File: src/rtl/mailbox_multi_queue_fifo_assert.svh
// Assertion macros shared by the mailbox queue RTL.
// Depends on nothing; files that check their own logic include it by name.
`ifndef MAILBOX_MULTI_QUEUE_FIFO_ASSERT_SVH
`define MAILBOX_MULTI_QUEUE_FIFO_ASSERT_SVH
`ifndef SYNTHESIS
// Same-cycle implication.
`define MMQF_ASSERT_IMP(lbl, clk, rstn, ante, cons) \
  lbl: assert property (@(posedge clk) disable iff (!rstn) (ante) |-> (cons)) \
    else $error("mmqf: implication check failed");
// Next-cycle implication.
`define MMQF_ASSERT_NXT(lbl, clk, rstn, ante, cons) \
  lbl: assert property (@(posedge clk) disable iff (!rstn) (ante) |=> (cons)) \
    else $error("mmqf: next-cycle check failed");
// Condition that must never hold.
`define MMQF_ASSERT_NEVER(lbl, clk, rstn, expr) \
  lbl: assert property (@(posedge clk) disable iff (!rstn) !(expr)) \
    else $error("mmqf: forbidden condition seen");
`else
`define MMQF_ASSERT_IMP(lbl, clk, rstn, ante, cons)
`define MMQF_ASSERT_NXT(lbl, clk, rstn, ante, cons)
`define MMQF_ASSERT_NEVER(lbl, clk, rstn, expr)
`endif
`endif

File: src/rtl/mmqf_cmd_fifo.sv
// Two-entry command queue between the front and the back end.
// Depends on the assertion header only.
`include "mailbox_multi_queue_fifo_assert.svh"

module mmqf_cmd_fifo #(
  parameter int unsigned WIDTH = 8
) (
  input  logic             clk_i,
  input  logic             rst_ni,
  input  logic             push_i,
  input  logic [WIDTH-1:0] data_i,
  output logic             full_o,
  input  logic             pop_i,
  output logic             valid_o,
  output logic [WIDTH-1:0] data_o
);

  localparam int unsigned Depth = 2;

  logic [WIDTH-1:0] slot_q [Depth];
  logic             wr_ptr_q, rd_ptr_q;
  logic [1:0]       cnt_q, cnt_d;

  assign full_o  = (cnt_q == 2'(Depth));
  assign valid_o = (cnt_q != '0);
  assign data_o  = slot_q[rd_ptr_q];

  always_comb begin
    cnt_d = cnt_q;
    if (push_i && !pop_i) begin
      cnt_d = cnt_q + 2'd1;
    end else if (pop_i && !push_i) begin
      cnt_d = cnt_q - 2'd1;
    end
  end

  always_ff @(posedge clk_i) begin
    if (push_i) begin
      slot_q[wr_ptr_q] <= data_i;
    end
  end

  always_ff @(posedge clk_i or negedge rst_ni) begin
    if (!rst_ni) begin
      wr_ptr_q <= 1'b0;
      rd_ptr_q <= 1'b0;
      cnt_q    <= '0;
    end else begin
      if (push_i) wr_ptr_q <= ~wr_ptr_q;
      if (pop_i)  rd_ptr_q <= ~rd_ptr_q;
      cnt_q <= cnt_d;
    end
  end

  `MMQF_ASSERT_NEVER(a_push_full, clk_i, rst_ni, push_i && full_o)
  `MMQF_ASSERT_NEVER(a_pop_empty, clk_i, rst_ni, pop_i && !valid_o)
  `MMQF_ASSERT_NXT(a_ptr_gap, clk_i, rst_ni, cnt_q == 2'd1, (cnt_q == 2'd1) == (wr_ptr_q != rd_ptr_q))

endmodule

File: config.mk
export PLATFORM = sky130hd
export DESIGN_NAME = mmqf_cmd_fifo
export DESIGN_NICKNAME = d
export VERILOG_FILES = /design/src/rtl/mmqf_cmd_fifo.sv
export VERILOG_INCLUDE_DIRS = /design/src /design/src/rtl
export SDC_FILE = /design/constraint.sdc
export NUM_CORES = 1
export LEC_CHECK = 0
export BUFFER_PORTS_ARGS = -buffer_cell sky130_fd_sc_hd__buf_2
export CAP_MARGIN = 40
export CORE_AREA = 10 10 56 58
export DETAILED_ROUTE_END_ITERATION = 7
export DIE_AREA = 0 0 66 68
export PLACE_DENSITY = 0.58
export SLEW_MARGIN = 40
export SYNTH_ARGS = -nofsm -noshare
export SYNTH_HDL_FRONTEND = slang
export SYNTH_SLANG_ARGS = --single-unit
export TNS_END_PERCENT = 20
File: constraint.sdc
create_clock -name clk_i -period 1.5 [get_ports clk_i]
set_input_delay 0.225 -clock clk_i [delete_from_list [all_inputs] [get_ports clk_i]]
set_output_delay 0.225 -clock clk_i [all_outputs]
set_load 0.05 [all_outputs]
==> impl_metrics.json <==
{
  "grt_antenna_before_repair": 0,
  "yosysSeqAreaShare_pct": 72.3,
  "ios": 22,
  "rsz0062_at_grt": "true",
  "post_dp_cell_area_um2": 967,
  "dieArea_mm2": 0.00449,
  "synth-compound-area-share_pct": 0,
  "drive_gt1_share_pct": 52.9,
  "clkSinkCount": 20,
  "synthAdderAreaFrac_pct": 1.56,
  "nNetsFinal": 84,
  "drc": 0,
  "skew_ns": 0.00141,
  "fp-row-count": 17,
  "syn_inst": 41,
  "synth-simple-area-share_pct": 3.89,
  "fmax_ghz": 0.651,
  "status": "finished with violations",
  "worstMarginPinSlew_ns": 0.357,
  "start_util_pct": 38.1,
  "fillers": 180,
  "drt-pass1-iter-count": 2,
  "dp_hpwl_mm": 1.00,
  "antenna_cells": 0,
  "relSlewSlack_pct": 76.2,
  "hp-class": "input pin to register",
  "finalPower_uw": 2230,
  "cts_made_buffers": 3,
  "fin_ws_ns": -0.0361,
  "cp_max_fo": 8,
  "post-place-ws_ns": 0.208,
  "hold_viol_final": 0,
  "syn_avg_cell_area_um2": 19.6,
  "synth_top_cell_area_share_pct": 59.8,
  "slew_violations": 0,
  "ir_worst_vdd_v": 0.000929,
  "period_share_pct": 102,
  "cp.required_ns": 1.27,
  "fin_util_pct": 50.4,
  "clock_latency_ns": 0.28,
  "violations": "negative setup slack",
  "grt_first_pass_wirelength_mm": 2.00,
  "fp.dieW_um": 66,
  "max_cap_viol_count": 0,
  "clock_path_buffers": 2,
  "design_area_mm2": 0.00106,
  "ys.warnings.count": 0,
  "netlist_area_um2": 803,
  "setup_violations": 8,
  "ys_ff_latch": 20,
  "overflow": 0,
  "core_area_mm2": 0.00211,
  "routed_wl_mm": 1.23,
  "crit_type": "register to primary output",
  "synth_top_family_by_area": "multiplexers",
  "synth_nets": 54,
  "cts_tree": "done",
  "r2r.worst_path.cells": 1,
  "h-tree-depth": 1,
  "regArea_um2": 581,
  "port_buffers": 21,
  "synth.top_cells.by_area": "edfxtp_1 60%, mux2_4 15%, dfrtp_1 12%, xor2_1 4.4%, ha_1 1.6%",
  "critPathLaunchType": "register",
  "arrival_ns": 1.31,
  "synth_xor_area_share_pct": 5.45,
  "p_leak_uw": 0.000453,
  "dp.cells": 92,
  "grt_max_degree": 12,
  "routedWlPerCell_um": 12.5,
  "num_vias": 406,
  "worst_setup_path_end_kind": "primary output",
  "worstHoldPathCells": 1,
  "die_y_um": 68,
  "synth_mux_area_share_pct": 15.0,
  "grtUsageTotal_pct": 5.84,
  "gp_congestion": 0.600,
  "grt_pass1_vias": 466,
  "area_growth_pct": 32.1,
  "clk_pin_slew_worst_paths_ns": 0.10,
  "netlist-cell-type-count": 13,
  "yosys.area.top_type": "edfxtp_1",
  "cts-root-buf": "clkbuf_4",
  "fin_crit_ns": 1.54,
  "multi_input_area_um2": 208,
  "powerDensity_mw_per_mm2": 2100,
  "stdcell_count": 98,
  "post_drt_via_cell_ratio": 4.14,
  "antenna_left": 0,
  "drt_iter0_markers": 2
}
-- worst max-delay path: stages, from the launching register on --
cell	delay [ns]
dfrtp_1	0.42
buf_12	0.16
mux2_4	0.30
buf_6	0.15
-- layout by cell type, fill, tap and decap left out --
cell type	n
edfxtp_1	16
buf_2	13
mux2_4	8
buf_6	8
xor2_1	4
dfrtp_1	4
clkbuf_4	3
buf_4	3
inv_1	1
and2_1	1
and2b_2	1
or2_1	1
nor2b_1	1
xnor2_1	1
nor2_1	1
ha_1	1
clkbuf_1	1
dlygate4sd3_1	1
buf_12	1
-- layout make-up --
cell class | instances | share of cell area, %
well taps | 28 | 3.30
inverters | 1 | 0.354
clock buffers | 4 | 2.48
multi-input cells | 19 | 19.6
repair buffers | 26 | 19.6
flip-flops and latches | 20 | 54.7
-- cells by family (layout without fill, tap and decap cells) --
logic type	count (synthesis)	in the layout
DFF	20	20
muxes	8	8
xor gates and xnor gates	5	5
and+or+nand+nor	5	5
buffers and inverters	2	31
adders and majority gates	1	1
-- registers in the layout, indices dropped and copies added (netlist names) --
name      cells
slot_q       16
cnt_q         2
rd_ptr_q      1
wr_ptr_q      1
-- through the flow --
stage / setup TNS (ns) / hold WS [ns]
detailed placement: 0 / 0.0340
global route: -0.693 / 0.0931
global placement: 0 / 0.0375
floorplan: 0 / -0.0706
finish: -0.254 / 0.125
CTS: -0.382 / 0.110
-- report_power, final --
group / switching [uW] / internal (uW)
Sequential: 70.7 / 755
Clock: 140 / 103
Combinational: 660 / 501
-- Yosys cell counts --
master    number
edfxtp_1      16
mux2_4         8
dfrtp_1        4
xor2_1         4
and2_1         1
and2b_2        1
buf_6          1
ha_1           1
inv_1          1
nor2_1         1
nor2b_1        1
or2_1          1
xnor2_1        1
-- path summary, 6_finish.rpt --
kind	startpoint	end	slack (ns)
min in group asynchronous	rst_ni	cnt_q[0]$_DFFE_PN0P_	0.26
max in group asynchronous	rst_ni	wr_ptr_q$_DFFE_PN0P_	1.12
min	data_i[2]	slot_q[1][2]$_DFFE_PP_	0.12
max reg2reg	wr_ptr_q$_DFFE_PN0P_	slot_q[1][5]$_DFFE_PP_	0.43
min reg2reg	wr_ptr_q$_DFFE_PN0P_	wr_ptr_q$_DFFE_PN0P_	0.49
max	rd_ptr_q$_DFFE_PN0P_	data_o[2]	-0.04
-- layer usage --
layer  global-route usage, %  part of all wire (%)  up-vias
met2                    11.1                    56       10
li1                        -                     -      206
met3                    2.45                   5.0        0
met5                       0                     0        -
met4                    2.36                     0        0
met1                    5.43                    39      190
-- timing repair --
| action | CTS | global route |
|---|---|---|
| resized for setup | 16 | 0 |
| hold buffers | 1 | 0 |
| buffers inserted | 1 | 0 |
| setup endpoints to repair | 8 | 8 |
| endpoints found under the hold margin | 4 | 0 |
(Power assumes the default switching activity.)
