$ cat config.mk
export PLATFORM = sky130hd
export DESIGN_NAME = mmqf_front
export DESIGN_NICKNAME = d
export VERILOG_FILES = /design/src/rtl/mmqf_pkg.sv /design/src/rtl/mmqf_front.sv
export VERILOG_INCLUDE_DIRS = /design/src /design/src/rtl
export SDC_FILE = /design/constraint.sdc
export NUM_CORES = 1
export LEC_CHECK = 0
export ABC_AREA = 1
export BUFFER_PORTS_ARGS = -buffer_cell sky130_fd_sc_hd__buf_2
export CORE_ASPECT_RATIO = 1.5
export CORE_MARGIN = 1.5
export CORE_UTILIZATION = 45
export CTS_CLUSTER_DIAMETER = 80
export DETAILED_ROUTE_END_ITERATION = 8
export GPL_ROUTABILITY_DRIVEN = 0
export HOLD_SLACK_MARGIN = 0.03
export PLACE_DENSITY = 0.67
export SLEW_MARGIN = 20
export SYNTH_ARGS = -nofsm -noshare
export SYNTH_HDL_FRONTEND = slang
export SYNTH_SLANG_ARGS = --single-unit
$ cat constraint.sdc
create_clock -name clk_i -period 3 [get_ports clk_i]
set_clock_uncertainty 0.1 [all_clocks]
set_input_delay 0.3 -clock clk_i [delete_from_list [all_inputs] [get_ports clk_i]]
set_output_delay 0.3 -clock clk_i [all_outputs]
set_load 0.01 [all_outputs]
$ cat src/rtl/mailbox_multi_queue_fifo_assert.svh
// Assertion macros shared by the mailbox queue RTL.
// Depends on nothing; files that check their own logic include it by name.
`ifndef MAILBOX_MULTI_QUEUE_FIFO_ASSERT_SVH
`define MAILBOX_MULTI_QUEUE_FIFO_ASSERT_SVH
`ifndef SYNTHESIS
// Same-cycle implication.
`define MMQF_ASSERT_IMP(lbl, clk, rstn, ante, cons) \
  lbl: assert property (@(posedge clk) disable iff (!rstn) (ante) |-> (cons)) \
    else $error("mmqf: implication check failed");
// Next-cycle implication.
`define MMQF_ASSERT_NXT(lbl, clk, rstn, ante, cons) \
  lbl: assert property (@(posedge clk) disable iff (!rstn) (ante) |=> (cons)) \
    else $error("mmqf: next-cycle check failed");
// Condition that must never hold.
`define MMQF_ASSERT_NEVER(lbl, clk, rstn, expr) \
  lbl: assert property (@(posedge clk) disable iff (!rstn) !(expr)) \
    else $error("mmqf: forbidden condition seen");
`else
`define MMQF_ASSERT_IMP(lbl, clk, rstn, ante, cons)
`define MMQF_ASSERT_NXT(lbl, clk, rstn, ante, cons)
`define MMQF_ASSERT_NEVER(lbl, clk, rstn, expr)
`endif
`endif

$ cat src/rtl/mmqf_pkg.sv
// Shared types and constants of the mailbox queue block.
// Depends on nothing; imported by the front end, the back end and the top level.
package mmqf_pkg;

  // Fixed widths of the stream fields.
  localparam int unsigned BoxPortW = 4;
  localparam int unsigned MsgPortW = 64;

  typedef enum logic [1:0] {
    StOk    = 2'd0,
    StFull  = 2'd1,
    StEmpty = 2'd2
  } status_e;

  typedef enum logic {
    KindEnq = 1'b0,
    KindDeq = 1'b1
  } kind_e;

  // What the back end has to do with one classified item.
  typedef struct packed {
    logic    wr;
    logic    rd;
    status_e status;
  } cmd_ctrl_t;

endpackage

$ cat src/rtl/mmqf_front.sv
// Front end: accepts operations, keeps per-mailbox head, tail and count,
// and issues memory commands. Depends on mmqf_pkg and the assertion header.
`include "mailbox_multi_queue_fifo_assert.svh"

module mmqf_front
  import mmqf_pkg::*;
#(
  parameter int unsigned NUM_MAILBOXES = 16,
  parameter int unsigned QUEUE_DEPTH   = 16,
  parameter int unsigned MSG_WIDTH     = 64
) (
  input  logic                                        clk_i,
  input  logic                                        rst_ni,
  input  logic                                        in_valid_i,
  input  logic                                        in_kind_i,
  input  logic [BoxPortW-1:0]                         in_mailbox_i,
  input  logic [MsgPortW-1:0]                         in_msg_i,
  output logic                                        in_ready_o,
  input  logic                                        q_full_i,
  output logic                                        push_o,
  output cmd_ctrl_t                                   ctrl_o,
  output logic [((NUM_MAILBOXES < (2**BoxPortW)) ?
                 ((NUM_MAILBOXES > 1) ? $clog2(NUM_MAILBOXES) : 1) :
                 BoxPortW) + $clog2(QUEUE_DEPTH) - 1:0] addr_o,
  output logic [MSG_WIDTH-1:0]                        data_o
);

  localparam int unsigned NumBoxes = (NUM_MAILBOXES < (2**BoxPortW)) ?
                                     NUM_MAILBOXES : (2**BoxPortW);
  localparam int unsigned BoxW = (NumBoxes > 1) ? $clog2(NumBoxes) : 1;
  localparam int unsigned PtrW = $clog2(QUEUE_DEPTH);
  localparam int unsigned CntW = $clog2(QUEUE_DEPTH + 1);
  localparam logic [BoxPortW:0] NumBoxesC = (BoxPortW + 1)'(NumBoxes);

  logic [PtrW-1:0] head_q [NumBoxes];
  logic [PtrW-1:0] tail_q [NumBoxes];
  logic [CntW-1:0] cnt_q  [NumBoxes];

  logic [BoxW-1:0] idx;
  logic            in_range;
  logic [PtrW-1:0] head_sel, tail_sel, head_d, tail_d;
  logic [CntW-1:0] cnt_sel, cnt_d;
  logic            is_enq, enq_ok, deq_ok;

  assign idx      = in_mailbox_i[BoxW-1:0];
  assign in_range = {1'b0, in_mailbox_i} < NumBoxesC;
  assign head_sel = in_range ? head_q[idx] : '0;
  assign tail_sel = in_range ? tail_q[idx] : '0;
  assign cnt_sel  = in_range ? cnt_q[idx]  : '0;

  assign is_enq = (in_kind_i == KindEnq);
  assign enq_ok = is_enq && in_range && (cnt_sel != CntW'(QUEUE_DEPTH));
  assign deq_ok = !is_enq && in_range && (cnt_sel != '0);

  // Pointers wrap at the queue depth, which need not be a power of two.
  assign tail_d = !enq_ok ? tail_sel :
                  (tail_sel == PtrW'(QUEUE_DEPTH - 1)) ? '0 : tail_sel + PtrW'(1);
  assign head_d = !deq_ok ? head_sel :
                  (head_sel == PtrW'(QUEUE_DEPTH - 1)) ? '0 : head_sel + PtrW'(1);
  assign cnt_d  = enq_ok ? cnt_sel + CntW'(1) :
                  deq_ok ? cnt_sel - CntW'(1) : cnt_sel;

  assign in_ready_o = !q_full_i;
  assign push_o     = in_valid_i && !q_full_i;

  always_comb begin
    ctrl_o.wr     = enq_ok;
    ctrl_o.rd     = deq_ok;
    ctrl_o.status = is_enq ? (enq_ok ? StOk : StFull) : (deq_ok ? StOk : StEmpty);
  end

  assign addr_o = {idx, is_enq ? tail_sel : head_sel};
  assign data_o = in_msg_i[MSG_WIDTH-1:0];

  always_ff @(posedge clk_i or negedge rst_ni) begin
    if (!rst_ni) begin
      for (int i = 0; i < NumBoxes; i++) begin
        head_q[i] <= '0;
        tail_q[i] <= '0;
        cnt_q[i]  <= '0;
      end
    end else if (push_o && (enq_ok || deq_ok)) begin
      head_q[idx] <= head_d;
      tail_q[idx] <= tail_d;
      cnt_q[idx]  <= cnt_d;
    end
  end

  `MMQF_ASSERT_NEVER(a_cnt_range, clk_i, rst_ni, cnt_sel > CntW'(QUEUE_DEPTH))
  `MMQF_ASSERT_NEVER(a_wr_rd_excl, clk_i, rst_ni, ctrl_o.wr && ctrl_o.rd)
  `MMQF_ASSERT_IMP(a_full_on_enq, clk_i, rst_ni, push_o && (ctrl_o.status == StFull), is_enq)

endmodule

==> flow_summary.yaml, run 1 <==
grt:
  gr-total-overflow: 0
  antenna_found_initial: 0
  grt_max_degree: 90
  grt_pass1_wl_mm: 53.0
  grt_pass1_vias: 9605
  grt_use_total: 0.263
logic_synthesis:
  synth_top_flop_cell: "dfrtp_1"
  ys_ff_latch: 208
  yosys-top-cells-area: "dfrtp_1 (47%), nand2_1 (22%), buf_4 (5.6%), o21ai_0 (5.3%), inv_1 (3.0%)"
  synth_most_common_cell: "nand2_1"
  synth_area_per_cell_um2: 7.75
  yosysWarnings: 0
  ys_types: 33
  synth_enable_flop_cells: 0
  syn-cell-area_mm2: 0.0112
  synth_commonest_cells: "nand2_1 (643), dfrtp_1 (208), o21ai_0 (118), inv_1 (89), buf_4 (83)"
  yosysSeqAreaShare: 0.467
  postSynth.asyncResetShare: 1.00
  synth_nets: 1517
  yosys.area.top_type_share: 0.467
  synth_top_cell_by_area: "dfrtp_1"
  synthCells: 1439
floorplan:
  die_width_um: 132
  ios: 151
  die_h_um: 196
  die_area_mm2: 0.0258
  rows: 70
  initial_core_util: 0.458
  fp.coreArea_mm2: 0.0243
timing:
  hold_viol_final: 0
  period_minus_slack_ns: 2.85
  worst_slew_pin_slew_ns: 0.788
  fmax_ghz: 0.350
  rsz0062_at_grt: "yes"
  slew_headroom: 0.474
  finalCritPeriodShare: 0.951
  maxSlewViolCount: 0
  setup_viol: 0
power_and_ir_drop:
  finalPower_mw: 7.81
  power_per_cell_area_mw_per_mm2: 620
  p_leak_nw: 6.38
  vdd_drop_max_v: 0.000379
clock_network:
  cts_max_path_buffers: 3
  cts_root_buf: "clkbuf_16"
  clock_latency_ns: 0.51
  cts.sinks: 208
  clk_pin_slew_ns: 0.07
  cts_buffers: 21
  cts_tree: "built"
  h-tree-depth: 1
worst_setup_path:
  arrival_ns: 2.45
  startpoint_type: "flip-flop"
  critical_path_class: "flip-flop to output port"
  cp-end-kind: "output port"
  cp_max_fo: 3
  cp.required_ns: 2.60
  worstRegToRegCells: 14
outcome:
  status: "completed"
min_path:
  hold_path_class: "input port to flip-flop"
  whs_path_depth: 5
route:
  drt_iter0_markers: 804
  vias_per_cell: 5.36
  wirelength_mm: 33.3
  via_count: 9670
  dr.pass1.iters: 6
  drc_errors: 0
  wl_per_cell_um: 18.5
  ant_nets: 0
job:
  maxCapViolCount: 0
final_layout:
  final_cell_area_mm2: 0.0126
  area_growth_pct: 12.9
  fin_nets: 1545
  antenna_cells: 0
  drive_gt1_frac: 0.154
place:
  portBuffers: 22
  dpl_cell_area_mm2: 0.0118
  dp_hpwl_mm: 23.4
-- layer usage --
| metal | wire [µm] | up-vias | GRT usage | share of wire |
|---|---|---|---|---|
| met5 | 0 | - | 0 | 0 |
| met4 | 2070 | 0 | 0.158 | 0.062 |
| met3 | 1810 | 138 | 0.0315 | 0.054 |
| met2 | 16700 | 354 | 0.462 | 0.50 |
| met1 | 12700 | 4626 | 0.308 | 0.38 |
| li1 | - | 4552 | - | - |
-- report_power, final --
part / switching [mW] / total [mW] / internal, mW
Sequential: 0.168 / 3.35 / 3.18
Clock: 1.14 / 2.93 / 1.79
Combinational: 0.971 / 1.52 / 0.554
Total: 2.28 / 7.81 / 5.53
-- worst max-delay path, stage by stage, from the launching register on --
cell,delay (ns)
dfrtp_1,0.39
a22oi_1,0.18
nand2_1,0.07
nand2_1,0.11
nand2_1,0.08
nor2_1,0.14
ha_1,0.22
inv_1,0.08
nor2_4,0.13
nand3_1,0.19
buf_4,0.21
inv_1,0.04
buf_2,0.11
-- flip-flops by register name, indices dropped and copies added, names as in the netlist --
signal and count:
tail_q 64, head_q 64, cnt_q 80
-- area by class of cell --
cell class | count | area, µm²
fillers | 2332 | 11800
flip-flops and latches | 208 | 5200
multi-input cells | 999 | 4580
repair buffers | 141 | 1280
clock buffers | 25 | 571
well taps | 324 | 405
inverters | 96 | 363
clock inverters | 11 | 189
-- final timing paths --
check	startpoint	endpoint	slack (ns)
setup / recovery	cnt_q[76]$_DFFE_PN0P_	ctrl_o[1]	0.15
hold / removal	in_mailbox_i[2]	cnt_q[45]$_DFFE_PN0P_	0.29
setup reg to reg	cnt_q[76]$_DFFE_PN0P_	cnt_q[72]$_DFFE_PN0P_	0.44
hold reg to reg	head_q[9]$_DFFE_PN0P_	head_q[9]$_DFFE_PN0P_	0.38
max in group asynchronous	rst_ni	tail_q[53]$_DFFE_PN0P_	1.63
min in group asynchronous	rst_ni	cnt_q[53]$_DFFE_PN0P_	0.30
-- stage by stage --
step,instances,worst slack [ns],hold WS [ns],TNS [ns],util
floorplan,1439,0.00494,-0.0956,0,-
global placement,1767,-0.225,0.314,-9.50,0.485
detailed placement,1767,-0.219,0.316,-13.58,0.485
CTS,1804,0.127,0.286,0,0.517
global route,1804,-0.00177,0.342,-0.00177,0.517
finish,1804,0.146,0.294,0,0.517
-- what timing repair did --
| item | 4_1_cts | 5_1_grt |
|---|---|---|
| hold buffers | 1 | 0 |
| buffers inserted | 0 | 0 |
| hold endpoints to repair | 83 | 0 |
| gates resized for setup | 0 | 4 |
| setup endpoints to repair | 0 | 5 |
-- kinds of logic after synthesis --
family | after synthesis | synth area share
xor+xnor | 4 | 0.00314
buf+inv | 232 | 0.124
fa+ha+maj | 5 | 0.00561
flops | 208 | 0.467
simple gates | 807 | 0.311
compound gates | 183 | 0.0898
-- placed cells by master, fill, tap and decap left out, types with 2 or more instances in the layout --
master        n
nand2_1     643
dfrtp_1     208
o21ai_0     117
buf_4        96
inv_1        89
nor2_1       41
nand4_1      40
nand3_1      38
o21ai_1      25
clkbuf_16    21
buf_12       21
buf_2        20
a22oi_1      16
o22ai_1      16
nor2_2       14
nand3_4      11
nor2_4        6
a21oi_1       6
inv_2         6
ha_1          5
bufinv_16     5
nand2_2       4
nand2_4       4
clkbuf_8      4
nand3_2       3
xor2_1        3
clkinv_2      3
o21ai_4       2
clkinvlp_4    2
Power figures use the tool's default switching activity.
==> run 2, diff against run 1 <==
--- a/config.mk
+++ b/config.mk
@@ -8,14 +8,17 @@
 export LEC_CHECK = 0
 export ABC_AREA = 1
 export BUFFER_PORTS_ARGS = -buffer_cell sky130_fd_sc_hd__buf_2
+export CELL_PAD_IN_SITES_DETAIL_PLACEMENT = 1
+export CELL_PAD_IN_SITES_GLOBAL_PLACEMENT = 2
 export CORE_ASPECT_RATIO = 1.5
 export CORE_MARGIN = 1.5
-export CORE_UTILIZATION = 45
+export CORE_UTILIZATION = 31
 export CTS_CLUSTER_DIAMETER = 80
+export CTS_CLUSTER_SIZE = 14
 export DETAILED_ROUTE_END_ITERATION = 8
 export GPL_ROUTABILITY_DRIVEN = 0
 export HOLD_SLACK_MARGIN = 0.03
-export PLACE_DENSITY = 0.67
+export PLACE_DENSITY_LB_ADDON = 0.1
 export SLEW_MARGIN = 20
 export SYNTH_ARGS = -nofsm -noshare
 export SYNTH_HDL_FRONTEND = slang
==> run 2 against run 1 <==
  * Register-to-register slack got worse by 0.23 ns
  * Largest cell class unchanged
  * Utilization fell by 15 points
  * Global-route usage fell by 2.7 points
  * Largest power group unchanged
  * Critical path depth rose by 2
  * Hold slack got worse by 0.037 ns
==> flow_summary.yaml, run 2 (synthesis gave the netlist of run 1 again) <==
floorplan:
  die_h_um: 235
  die_width_um: 158
  ios: 151
  initial_core_util: 0.317
  fp.coreArea_mm2: 0.0352
  die_area_mm2: 0.0372
  rows: 84
worst_setup_path:
  arrival_ns: 2.47
  worstRegToRegCells: 17
  cp.required_ns: 2.60
  critical_path_class: "flip-flop to output port"
  cp_max_fo: 5
  startpoint_type: "flip-flop"
  cp-end-kind: "output port"
  r2r_slack_ns: 0.21
place:
  portBuffers: 22
  place_ws_ns: -0.218
  placedCellCount: 1948
  dp_hpwl_mm: 31.0
route:
  via_count: 9520
  ant_nets: 0
  wl_per_cell_um: 21.5
  drt_iter0_markers: 419
  vias_per_cell: 4.81
  dr.pass1.iters: 8
  wirelength_mm: 42.6
  drc_errors: 0
timing:
  fmax_ghz: 0.348
  setup_slack_ns: 0.130
  finalCritPeriodShare: 0.957
  worst_slew_pin_slew_ns: 0.731
  hold_viol_final: 0
  maxSlewViolCount: 0
  setup_viol: 0
  period_minus_slack_ns: 2.87
  slew_headroom: 0.511
  rsz0062_at_grt: "yes"
clock_network:
  cts_root_buf: "clkbuf_16"
  clk_pin_slew_ns: 0.07
  clock_latency_ns: 0.52
  h-tree-depth: 1
  cts_buffers: 18
  cts_tree: "built"
  cts.sinks: 208
  cts_max_path_buffers: 3
min_path:
  hold_path_class: "input port to async pin"
grt:
  antenna_found_initial: 0
  grt_max_degree: 79
  grt_pass1_vias: 10076
  grt_use_total: 0.236
  grt_pass1_wl_mm: 64.8
  gr-total-overflow: 0
final_layout:
  final_common_cell: "nand2_1"
  fin_cells: 1981
  top_register: "cnt_q"
  final_cell_mix: "nand2_1 (641), dfrtp_1 (208), buf_4 (130)"
  reg_top3: "cnt_q (80), head_q (64), tail_q (64)"
  drive_gt1_frac: 0.180
  largest_reg_flops: 80
  area_growth_pct: 16.8
  fin_nets: 1586
  antenna_cells: 0
outcome:
  status: "completed"
power_and_ir_drop:
  p_leak_nw: 6.52
  power_per_cell_area_mw_per_mm2: 564
  vdd_drop_max_v: 0.000339
job:
  maxCapViolCount: 0
-- run 2: worst max-delay path, stage by stage (launching register included) --
cell and delay [ns]:
dfrtp_1 0.37, inv_1 0.09, o22ai_1 0.11, o21ai_1 0.13, nand2_1 0.09, nor2_2 0.16, ha_2 0.20, inv_1 0.07
nor2_4 0.10, buf_4 0.12, nand2_2 0.08, nand2_4 0.10, inv_2 0.07, buf_4 0.14, buf_2 0.14
-- run 2: power by group --
part / switching, mW / leakage, nW / internal (mW)
Clock: 1.11 / 0.241 / 1.15
Combinational: 1.07 / 3.53 / 0.661
Sequential: 0.183 / 2.74 / 3.18
-- run 2: final timing paths --
| path | endpoint | startpoint |
|---|---|---|
| min in group clk_i | tail_q[35]$_DFFE_PN0P_ | q_full_i |
| hold / removal | cnt_q[57]$_DFFE_PN0P_ | rst_ni |
| hold reg to reg | cnt_q[53]$_DFFE_PN0P_ | cnt_q[53]$_DFFE_PN0P_ |
| setup reg to reg | cnt_q[57]$_DFFE_PN0P_ | cnt_q[34]$_DFFE_PN0P_ |
| setup / recovery | ctrl_o[3] | cnt_q[75]$_DFFE_PN0P_ |
| max in group asynchronous | cnt_q[62]$_DFFE_PN0P_ | rst_ni |
-- run 2: area by class of cell --
| type | instances | area (µm²) |
|---|---|---|
| sequential | 208 | 5200 |
| fill | 4288 | 22200 |
| timing repair buffer | 185 | 1760 |
| clock buffer | 20 | 489 |
| tap | 473 | 592 |
| multi-input combinational | 999 | 4620 |
| inverter | 96 | 363 |
-- run 2: per-stage QoR --
step / power, mW / utilization / setup TNS, ns / hold WS (ns) / instance area, µm²
after floorplan: 4.37 / - / 0 / -0.0956 / 11200
after global placement: 5.08 / 0.352 / -10.65 / 0.236 / 12400
after detailed placement: 5.10 / 0.352 / -15.36 / 0.235 / 12400
after CTS: 7.43 / 0.367 / 0 / 0.284 / 12900
after global routing: 7.74 / 0.370 / -0.00255 / 0.307 / 13000
final: 7.35 / 0.370 / 0 / 0.258 / 13000
-- run 2: metal layers --
layer / wire length, µm / GRT usage / vias to the layer above
li1: - / - / 4606
met1: 17900 / 0.289 / 4744
met2: 22400 / 0.428 / 118
met3: 1050 / 0.0195 / 52
met4: 1250 / 0.0763 / 0
met5: 0 / 0 / -
-- run 2: repair_timing --
| action | in CTS | in global routing |
|---|---|---|
| hold buffers | 1 | 0 |
| endpoints found under the hold margin | 75 | 0 |
| gates resized for setup | 11 | 13 |
| pin swaps | 6 | 15 |
| endpoints found under the setup margin | 2 | 2 |
| buffers inserted | 3 | 10 |
==> run 3, diff against run 2 <==
--- a/config.mk
+++ b/config.mk
@@ -11,7 +11,7 @@
 export CELL_PAD_IN_SITES_DETAIL_PLACEMENT = 1
 export CELL_PAD_IN_SITES_GLOBAL_PLACEMENT = 2
 export CORE_ASPECT_RATIO = 1.5
-export CORE_MARGIN = 1.5
+export CORE_MARGIN = 10
 export CORE_UTILIZATION = 31
 export CTS_CLUSTER_DIAMETER = 80
 export CTS_CLUSTER_SIZE = 14
==> run 3 against run 2 <==
  * Highest routed layer unchanged
  * Sequential share of layout area increased by 0.70 points
  * Critical path type unchanged
  * Non-clock buffer count down 21
  * Utilization decreased by 1.2 points
  * Routed wire length decreased by 0.64%
  * Combinational power decreased by 3%
  * Critical path depth shrank 1
  * Register-to-register slack improved by 0.08 ns
  * Clock-buffer cell count unchanged
  * Critical endpoint is now ctrl_o[2]
  * First-iteration DRC count up 26%
  * Setup slack got worse by 0.0052 ns
  * Via count increased by 0.17%
==> flow_summary.yaml, run 3 (synthesis gave the netlist of run 1 again) <==
timing:
  hold_viol_final: 0
  whs_ns: 0.201
  worst_slew_pin_slew_ns: 0.889
  setup_slack_ns: 0.125
  period_minus_slack_ns: 2.88
  fmax_ghz: 0.348
  rsz0062_at_grt: "yes"
  setup_tns_ns: 0
  finalCritPeriodShare: 0.958
  maxSlewViolCount: 0
  slew_headroom: 0.405
  setup_viol: 0
route:
  wl_per_cell_um: 21.5
  via_count: 9536
  drc_errors: 0
  drt_iter0_markers: 527
  ant_nets: 0
  wirelength_mm: 42.3
  dr.pass1.iters: 5
  vias_per_cell: 4.85
clock_network:
  cts.sinks: 208
  clk_pin_slew_ns: 0.07
  cts_buffers: 19
  clock_latency_ns: 0.53
  h-tree-depth: 1
  cts_root_buf: "clkbuf_16"
  cts_tree: "built"
  cts_max_path_buffers: 3
final_layout:
  fin_cells: 1968
  post-route-util: 0.358
  final_cell_mix: "nand2_1 (642), dfrtp_1 (208), o21ai_0 (117)"
  final_cell_area_mm2: 0.0128
  top_register: "cnt_q"
  final_common_cell: "nand2_1"
  area_growth_pct: 14.8
  antenna_cells: 0
  fillers: 4430
  drive_gt1_frac: 0.167
  reg_top3: "cnt_q (80), head_q (64), tail_q (64)"
  largest_reg_flops: 80
  fin_nets: 1566
place:
  place_ws_ns: -0.647
  portBuffers: 22
  dp_hpwl_mm: 30.7
  placedCellCount: 1941
  dpl_cell_area_mm2: 0.0122
worst_setup_path:
  worstRegToRegCells: 14
  startpoint_type: "flip-flop"
  rr_startpoint: "cnt_q[40]$_DFFE_PN0P_"
  cpLargestDelayFamily: "simple AND/OR/NAND/NOR gates"
  critical_path_class: "flip-flop to output port"
  cp.depth: 13
  arrival_ns: 2.48
  cp.required_ns: 2.60
  path_common_cell: "nand2_1"
  cp-end-kind: "output port"
  worst_path_largest_cell_delay_ns: 0.39
  cp_slowest_cell: "dfrtp_1"
  critPathLaunch: "cnt_q[68]$_DFFE_PN0P_"
  crit_buf_inv: 4
  cp_max_fo: 5
  crit_chain: "nand2_1, nand2_1, nand2_1, nand2_1, nand2_1, nand2_1, nor2_4, buf_4, nand4_2, nand2_4, inv_2, buf_4, buf_2"
grt:
  gr-total-overflow: 0
  grt_pass1_vias: 10356
  grt_use_total: 0.195
  antenna_found_initial: 0
  grt_max_degree: 62
  grt_pass1_wl_mm: 65.2
power_and_ir_drop:
  p_sw_frac: 0.324
  vdd_drop_max_v: 0.000422
  clockPowerShare: 0.313
  intPower_mw: 4.95
  power_per_cell_area_mw_per_mm2: 572
  p_leak_nw: 6.39
  seqPwrFrac: 0.458
  power.share.combinational: 0.229
  finalPower_mw: 7.33
  p_switching_mw: 2.37
floorplan:
  die_width_um: 175
  ios: 151
  die_h_um: 252
  rows: 85
  initial_core_util: 0.312
  fp.coreArea_mm2: 0.0357
  die_area_mm2: 0.0441
job:
  maxCapViolCount: 0
outcome:
  status: "completed"
min_path:
  hold_path_class: "input port to async pin"
==> run 3: changes by cell type in the layout (fill, tap and decap cells not counted), moves of 2 or more <==
cell,before,now
buf_12,33,25
buf_4,130,114
buf_6,0,4
inv_1,82,86
inv_2,13,8
nor2_1,39,37
nor2_2,15,17
o21ai_0,114,117
o21ai_1,28,25
==> run 3: final cells by class <==
| cell class | instances | area [µm²] | area share |
|---|---|---|---|
| multi-input cells | 999 | 4610 | 0.360 |
| well taps | 478 | 598 | 0.0467 |
| clock inverters | 3 | 28.8 | 0.00225 |
| flip-flops and latches | 208 | 5200 | 0.406 |
| clock buffers | 20 | 479 | 0.0374 |
| repair buffers | 164 | 1520 | 0.119 |
| inverters | 96 | 365 | 0.0285 |
==> run 3: final timing paths <==
kind	slack [ns]	end
min reg2reg	0.38	head_q[41]$_DFFE_PN0P_
max reg2reg	0.29	tail_q[49]$_DFFE_PN0P_
min in group clk_i	0.25	cnt_q[45]$_DFFE_PN0P_
max in group asynchronous	1.81	head_q[40]$_DFFE_PN0P_
min	0.20	cnt_q[58]$_DFFE_PN0P_
max	0.12	ctrl_o[2]
==> run 3: routing by layer <==
layer	vias up	wire length, µm	track usage
met2	134	21900	0.353
met5	-	0	0
met3	56	1170	0.0199
met1	4766	17900	0.233
met4	0	1340	0.0668
li1	4580	-	-
==> run 3: repair_timing <==
item	4_1_cts	5_1_grt
endpoints found under the hold margin	56	0
hold buffers	1	0
setup buffers	2	1
gates resized for setup	13	8
setup endpoints to repair	20	12
pin swaps	3	6
==> run 3: power groups by stage <==
stage | clock network, mW | registers (mW) | logic [mW]
2_1_floorplan | 0 | 3.35 | 1.02
3_3_place_gp | 0 | 3.40 | 1.66
3_5_place_dp | 0 | 3.41 | 1.68
4_1_cts | 2.40 | 3.36 | 1.70
5_1_grt | 2.49 | 3.40 | 1.88
6_report | 2.29 | 3.36 | 1.67
